[config.mk]
export PLATFORM = sky130hd
export DESIGN_NAME = five_bit_text_encoder
export DESIGN_NICKNAME = d
export VERILOG_FILES = /design/src/sv/fbte_pkg.sv /design/src/sv/fbte_step.sv /design/src/sv/five_bit_text_encoder.sv
export VERILOG_INCLUDE_DIRS = /design/src /design/src/sv
export SDC_FILE = /design/constraint.sdc
export NUM_CORES = 1
export LEC_CHECK = 0
export BUFFER_PORTS_ARGS = -buffer_cell sky130_fd_sc_hd__buf_2
export CORE_MARGIN = 5
export CORE_UTILIZATION = 63
export CTS_CLUSTER_SIZE = 28
export DETAILED_ROUTE_END_ITERATION = 10
export PLACE_DENSITY = 0.82
export SETUP_SLACK_MARGIN = 0.2
export SLEW_MARGIN = 20
export SYNTH_ARGS = -nofsm -noshare
export SYNTH_HDL_FRONTEND = slang
export SYNTH_SLANG_ARGS = --single-unit
[constraint.sdc]
create_clock -name clk -period 8.1 [get_ports clk]
set_clock_uncertainty 0.05 [all_clocks]
set_input_delay 1.215 -clock clk [delete_from_list [all_inputs] [get_ports clk]]
set_output_delay 1.215 -clock clk [all_outputs]
set_load 0.05 [all_outputs]
[src/sv/five_bit_text_encoder_assert.svh]
// Assertion macros used by the encoder top level.
`ifndef FIVE_BIT_TEXT_ENCODER_ASSERT_SVH
`define FIVE_BIT_TEXT_ENCODER_ASSERT_SVH

// Same-cycle implication, checked out of reset.
`define FBTE_ASSERT_NOW(label, ante, cons) \
    label: assert property (@(posedge clk) disable iff (!rst_n) (ante) |-> (cons)) \
        else $error("fbte assertion failed");

// Next-cycle implication, checked out of reset.
`define FBTE_ASSERT_NEXT(label, ante, cons) \
    label: assert property (@(posedge clk) disable iff (!rst_n) (ante) |=> (cons)) \
        else $error("fbte assertion failed");

`endif

[src/sv/fbte_pkg.sv]
package fbte_pkg;

    localparam int GROUP_W     = 5;
    localparam int MAX_RESULTS = 5;

    localparam logic [7:0] NEWLINE_CHAR = 8'd10;
    localparam logic [7:0] CHAR_A       = 8'd65;
    localparam logic [7:0] DIGIT_OFS    = 8'd22;
    localparam logic [4:0] LAST_LETTER  = 5'd25;
    localparam logic [7:0] LW_RESET     = 8'd72;

    typedef struct packed {
        logic [3:0] bits;
        logic [2:0] held;
        logic [7:0] col;
        logic       any;
    } fbte_state_t;

    typedef struct packed {
        logic [MAX_RESULTS-1:0][7:0] chars;
        logic [2:0]                  count;
    } fbte_result_t;

    function automatic logic [7:0] sym_to_char(input logic [4:0] v);
        logic [7:0] c;
        if (v <= LAST_LETTER)
            c = CHAR_A + {3'd0, v};
        else
            c = {3'd0, v} + DIGIT_OFS;
        return c;
    endfunction

endpackage

[src/sv/fbte_step.sv]
// Works out the characters caused by one item, up to five, and the state it leaves.
module fbte_step (
    input  fbte_pkg::fbte_state_t  st,
    input  logic [7:0]             row_len,
    input  logic [7:0]             data_byte,
    input  logic                   is_last_byte,
    output fbte_pkg::fbte_state_t  st_next,
    output fbte_pkg::fbte_result_t res
);

    always_comb
    begin
        logic [11:0] acc;
        logic [3:0]  tot;
        logic [12:0] mask;
        logic        two;
        logic [2:0]  rem;
        logic [4:0]  rem_mask;
        logic [3:0]  rem_bits;
        logic [2:0][4:0] syms;
        logic [2:0]  sv;
        logic [7:0]  col;
        logic        any;
        logic [2:0]  k;

        tot = {1'b0, st.held} + 4'd8;
        if (tot > 4'd12)
            tot = 4'd12;
        mask = (13'd1 << tot) - 13'd1;
        acc  = {st.bits, data_byte} & mask[11:0];

        two = (tot >= 4'd10);
        rem = two ? 3'(tot - 4'd10) : 3'(tot - 4'd5);
        rem_mask = (5'd1 << rem) - 5'd1;
        rem_bits = acc[3:0] & rem_mask[3:0];

        syms[0] = 5'(acc >> (tot - 4'd5));
        syms[1] = 5'(acc >> (tot - 4'd10));
        syms[2] = 5'({1'b0, rem_bits} << (3'd5 - rem));
        sv[0]   = 1'b1;
        sv[1]   = two;
        sv[2]   = is_last_byte && (rem != 3'd0);

        col = st.col;
        any = st.any;
        k   = 3'd0;
        res.chars = '0;

        for (int i = 0; i < 3; i++)
        begin
            if (sv[i])
            begin
                if (any && col == 8'd0)
                begin
                    if (k < 3'(fbte_pkg::MAX_RESULTS))
                        res.chars[k] = fbte_pkg::NEWLINE_CHAR;
                    k = k + 3'd1;
                end
                if (k < 3'(fbte_pkg::MAX_RESULTS))
                    res.chars[k] = fbte_pkg::sym_to_char(syms[i]);
                k   = k + 3'd1;
                any = 1'b1;
                col = col + 8'd1;
                if (col == row_len)
                    col = 8'd0;
            end
        end

        if (is_last_byte)
        begin
            if (k < 3'(fbte_pkg::MAX_RESULTS))
                res.chars[k] = fbte_pkg::NEWLINE_CHAR;
            k = k + 3'd1;
        end

        // characters past five results (newlines and a symbol) are dropped at tiny line widths
        res.count = (k > 3'(fbte_pkg::MAX_RESULTS)) ? 3'(fbte_pkg::MAX_RESULTS) : k;

        if (is_last_byte)
            st_next = '0;
        else
        begin
            st_next.bits = rem_bits;
            st_next.held = rem;
            st_next.col  = col;
            st_next.any  = any;
        end
    end

endmodule

[src/sv/five_bit_text_encoder.sv]
// The first character of an item is offered in the cycle after the item is accepted.
// Throughput: one character per cycle while out_ready is high; an item causes 1 to 5
//   characters, which leave one at a time through the single character output port.
// The next item is taken in the cycle the previous item's last character is taken.
// Reset (rst_n, async, active low): bit buffer and column cleared, queue emptied, line width 72.
`include "five_bit_text_encoder_assert.svh"

module five_bit_text_encoder (
    input  logic       clk,
    input  logic       rst_n,
    input  logic       cfg_valid,
    output logic       cfg_ready,
    input  logic [7:0] cfg_data,
    input  logic       in_valid,
    output logic       in_ready,
    input  logic [7:0] data_byte,
    input  logic       is_last_byte,
    output logic       out_valid,
    input  logic       out_ready,
    output logic [7:0] out_char,
    output logic       last_of_run
);

    fbte_pkg::fbte_state_t  st_reg;
    fbte_pkg::fbte_state_t  st_next;
    fbte_pkg::fbte_result_t res;
    logic [7:0]             lw_reg;
    logic [fbte_pkg::MAX_RESULTS-1:0][7:0] q_reg;
    logic [2:0]             left_reg;
    logic                   in_fire;
    logic                   out_fire;

    fbte_step u_step (
        .st          (st_reg),
        .row_len     (lw_reg),
        .data_byte   (data_byte),
        .is_last_byte(is_last_byte),
        .st_next     (st_next),
        .res         (res)
    );

    assign cfg_ready   = 1'b1;
    assign out_valid   = (left_reg != 3'd0);
    assign out_char    = q_reg[0];
    assign last_of_run = (left_reg == 3'd1);
    assign in_ready    = (left_reg == 3'd0) || ((left_reg == 3'd1) && out_ready);
    assign in_fire     = in_valid && in_ready;
    assign out_fire    = out_valid && out_ready;

    always_ff @(posedge clk or negedge rst_n)
    begin
        if (!rst_n)
        begin
            st_reg   <= '0;
            lw_reg   <= fbte_pkg::LW_RESET;
            left_reg <= 3'd0;
        end
        else
        begin
            if (cfg_valid)
                lw_reg <= cfg_data;
            if (in_fire)
            begin
                st_reg   <= st_next;
                left_reg <= res.count;
            end
            else if (out_fire)
                left_reg <= left_reg - 3'd1;
        end
    end

    // character queue, head at entry 0
    always_ff @(posedge clk)
    begin
        if (in_fire)
            q_reg <= res.chars;
        else if (out_fire)
            q_reg <= {8'd0, q_reg[fbte_pkg::MAX_RESULTS-1:1]};
    end

    `FBTE_ASSERT_NOW(a_held_range, 1'b1, st_reg.held <= 3'd4)
    `FBTE_ASSERT_NOW(a_idle_col, !st_reg.any, st_reg.col == 8'd0)
    `FBTE_ASSERT_NEXT(a_item_out, in_fire, out_valid)
    `FBTE_ASSERT_NEXT(a_drain, out_fire && last_of_run && !in_fire, !out_valid)

endmodule

==> flow_summary.yaml <==
global_routing:
  grt_start_max_net_pins: 53
  vias_in_the_first_global_route: 5696
  grt_overflow: 0
  grt_first_pass_wirelength_um: 28300
  grt_use_total_pct: 27.6
  initial_antenna_violation_count: 0
floorplan:
  io-pin-count: 34
  core.rowCount: 36
  placeableCoreArea_mm2: 0.00982
  effective_utilization_at_floorplan_pct: 65.0
  dieWidth_um: 111
  die_area_mm2: 0.0122
  floorplan.die.height_um: 111
worst_setup_path:
  critical-path-top-cell-by-count: "sky130_fd_sc_hd__ha_1"
  worstPathRequired_ns: 8.15
  worst_setup_path_end_kind: "flop"
  critical-path-slowest-cell: "sky130_fd_sc_hd__dfrtp_2"
  cp_slowest_stage_delay_ns: 0.46
  path_delay_family: "compound AO/OA/AOI/OAI gates"
  worstSetupPathType: "reg -> reg"
  timing.critical_path.from_type: "flop"
  cp_max_fo: 11
  cp_data_arrival_time_ns: 7.52
  buf_inv_stages_crit_path: 3
logic_synthesis:
  ys_top_cells_by_area: "sky130_fd_sc_hd__edfxtp_1, sky130_fd_sc_hd__dfrtp_1, sky130_fd_sc_hd__ha_1, sky130_fd_sc_hd__nand2_1, sky130_fd_sc_hd__o21ai_0"
  synth-seq-cells: 62
  synth_cells: 773
  yosysMostFrequentCell: "sky130_fd_sc_hd__nand2_1"
  yosysTopAreaCellShare_pct: 16.5
  synth_enable_flop_cells: 35
  synth_sequential_area_ratio_pct: 27.1
  netlist-cell-type-count: 85
  mapped_nets: 827
  synthesis.yosys.warnings: 0
  synth_flop_cell: "sky130_fd_sc_hd__edfxtp_1"
  synth.avg_cell_area_um2: 8.26
  netlist_area_mm2: 0.00638
  yosysTopAreaCell: "sky130_fd_sc_hd__edfxtp_1"
  synth-async-reset-ratio_pct: 43.5
  yosys-top-cells-count: "sky130_fd_sc_hd__nand2_1, sky130_fd_sc_hd__nor2_1, sky130_fd_sc_hd__o21ai_0, sky130_fd_sc_hd__edfxtp_1"
timing:
  fin_ws_ns: 0.629
  timing.max_slew.rel_slack_pct: 27.7
  timing_max_transition_violations_final: 0
  final.min_clock_period_ns: 7.47
  fin_setup_tns_ns: 0
  fmaxAchievable_mhz: 134
  finalHoldViolations: 0
  setup_viol: 0
  holdWs_ns: 0.441
  finalCritPeriodShare_pct: 92.2
  tightest_slew_ns: 1.08
  grt_setup_unrepaired: "false"
clock_network:
  tritoncts: "done"
  clkLatencyLatePin_ns: 0.35
  ctsRootBufferMaster: "sky130_fd_sc_hd__clkbuf_8"
  cts.sink_count: 62
  clock_path_buffers: 2
  total_clock_buffers_created_by_cts: 9
  cts_hold_buffers: 0
  cts-htree-levels: 3
  clkSlewWorstSetupHoldPaths_ns: 0.08
min_path:
  min_path_type: "reg -> reg"
layout:
  design.final.nets: 825
  number_of_fill_cells_in_the_layout: 798
  largest_reg_flops: 28
  area_grow_syn2layout_pct: 6.37
  area_used_by_multi_input_combinational_logic_mm2: 0.00432
  antenna-diode-count: 0
  final-seq-area_mm2: 0.00173
  drive_above_1_share_pct: 14.0
routing:
  viasPerCell: 6.74
  number_of_remaining_drc_errors: 0
  detailroute.via_count: 6126
  route.final.wire_length_um: 17700
  detail_route.iter0.violations: 440
  avgRoutedWirePerCell_um: 19.5
  drtPass1Iterations: 7
  ant_nets: 0
place:
  hpwl_dp_um: 12800
  place_congestion: 0.974
  port_buffers: 31
  dp_worst_setup_slack_ns: 0.289
power_and_ir_drop:
  p_leak_uw: 0.00278
  vdd.ir_drop.worst_mv: 0.406
  power-per-cell-area_mw_per_mm2: 473
flow_run:
  timing.max_cap.violations: 0
run_status:
  run_status: "completed"
## cell families (layout without fill, tap and decap cells)
logic type                 Yosys count  count (layout)  share of synthesized area [%]
and+or+nand+nor                    283             283                           22.1
AOI/OAI and AO/OA                  214             214                           23.7
buffers and inverters               92              95                           6.12
DFF                                 62              62                           27.1
muxes                               45              45                           8.00
xor gates and xnor gates            43              43                           6.62
adders and majority gates           32              32                           6.27
other                                2               2                          0.118
## worst min-delay path, stage by stage (launching register included)
cell                      delay [ns]
sky130_fd_sc_hd__dfrtp_1        0.34
sky130_fd_sc_hd__nand2_1        0.05
sky130_fd_sc_hd__o21ai_0        0.06
## timing repair
item,CTS,global route
endpoints found under the setup margin,0,38
gates resized for setup,0,11
setup buffers,0,5
## per-layer routing
layer,routed length (um),global-route usage [%],up-vias
met4,517,9.77,0
met5,0,0,-
met2,8300,45.4,373
met1,7180,36.3,2864
met3,1700,5.40,60
li1,-,-,2829
## final timing paths
check                          start           to  slack [ns]  cells past startpoint
min reg2reg                st_reg[0]    st_reg[0]        0.44                      2
min in group asynchronous      rst_n  left_reg[0]        0.84                      1
max in group asynchronous      rst_n    st_reg[2]        6.70                      1
max                        st_reg[1]  out_char[3]        0.63                     30
min                        st_reg[0]    st_reg[0]        0.44                      2
max reg2reg                st_reg[1]  out_char[3]        0.63                     30
## per-stage QoR
stage	power (uW)	instance area (um^2)	util [%]	instances
after floorplan	2340	6380	-	773
after global placement	2760	6510	66.3	888
after detailed placement	2860	6510	66.3	888
after CTS	3120	6680	68.0	904
after global routing	3440	6790	69.2	909
final	3210	6790	69.2	909
## report_power, final
part	internal (uW)	switching, uW
combinational	872	1520
clock	112	139
sequential	461	107
## area by class of cell
class                      instances  share of cell area (%)
clock buffer                       9                    1.82
tap                              133                    2.45
clock inverter                     7                   0.700
sequential                        62                    25.5
multi-input combinational        619                    63.6
inverter                          34                    1.88
timing repair buffer              45                    4.02
## cells in the final DEF, fill, tap and decap left out, types with 22 or more instances in the layout
cell and n:
sky130_fd_sc_hd__nand2_1 97, sky130_fd_sc_hd__nor2_1 58, sky130_fd_sc_hd__o21ai_0 53, sky130_fd_sc_hd__edfxtp_1 35, sky130_fd_sc_hd__a21oi_1 34, sky130_fd_sc_hd__inv_1 32
sky130_fd_sc_hd__ha_1 31, sky130_fd_sc_hd__buf_2 31, sky130_fd_sc_hd__mux2i_1 26, sky130_fd_sc_hd__xnor2_1 24, sky130_fd_sc_hd__nand3_1 23, sky130_fd_sc_hd__dfrtp_1 22
Power figures use the tool's default switching activity.
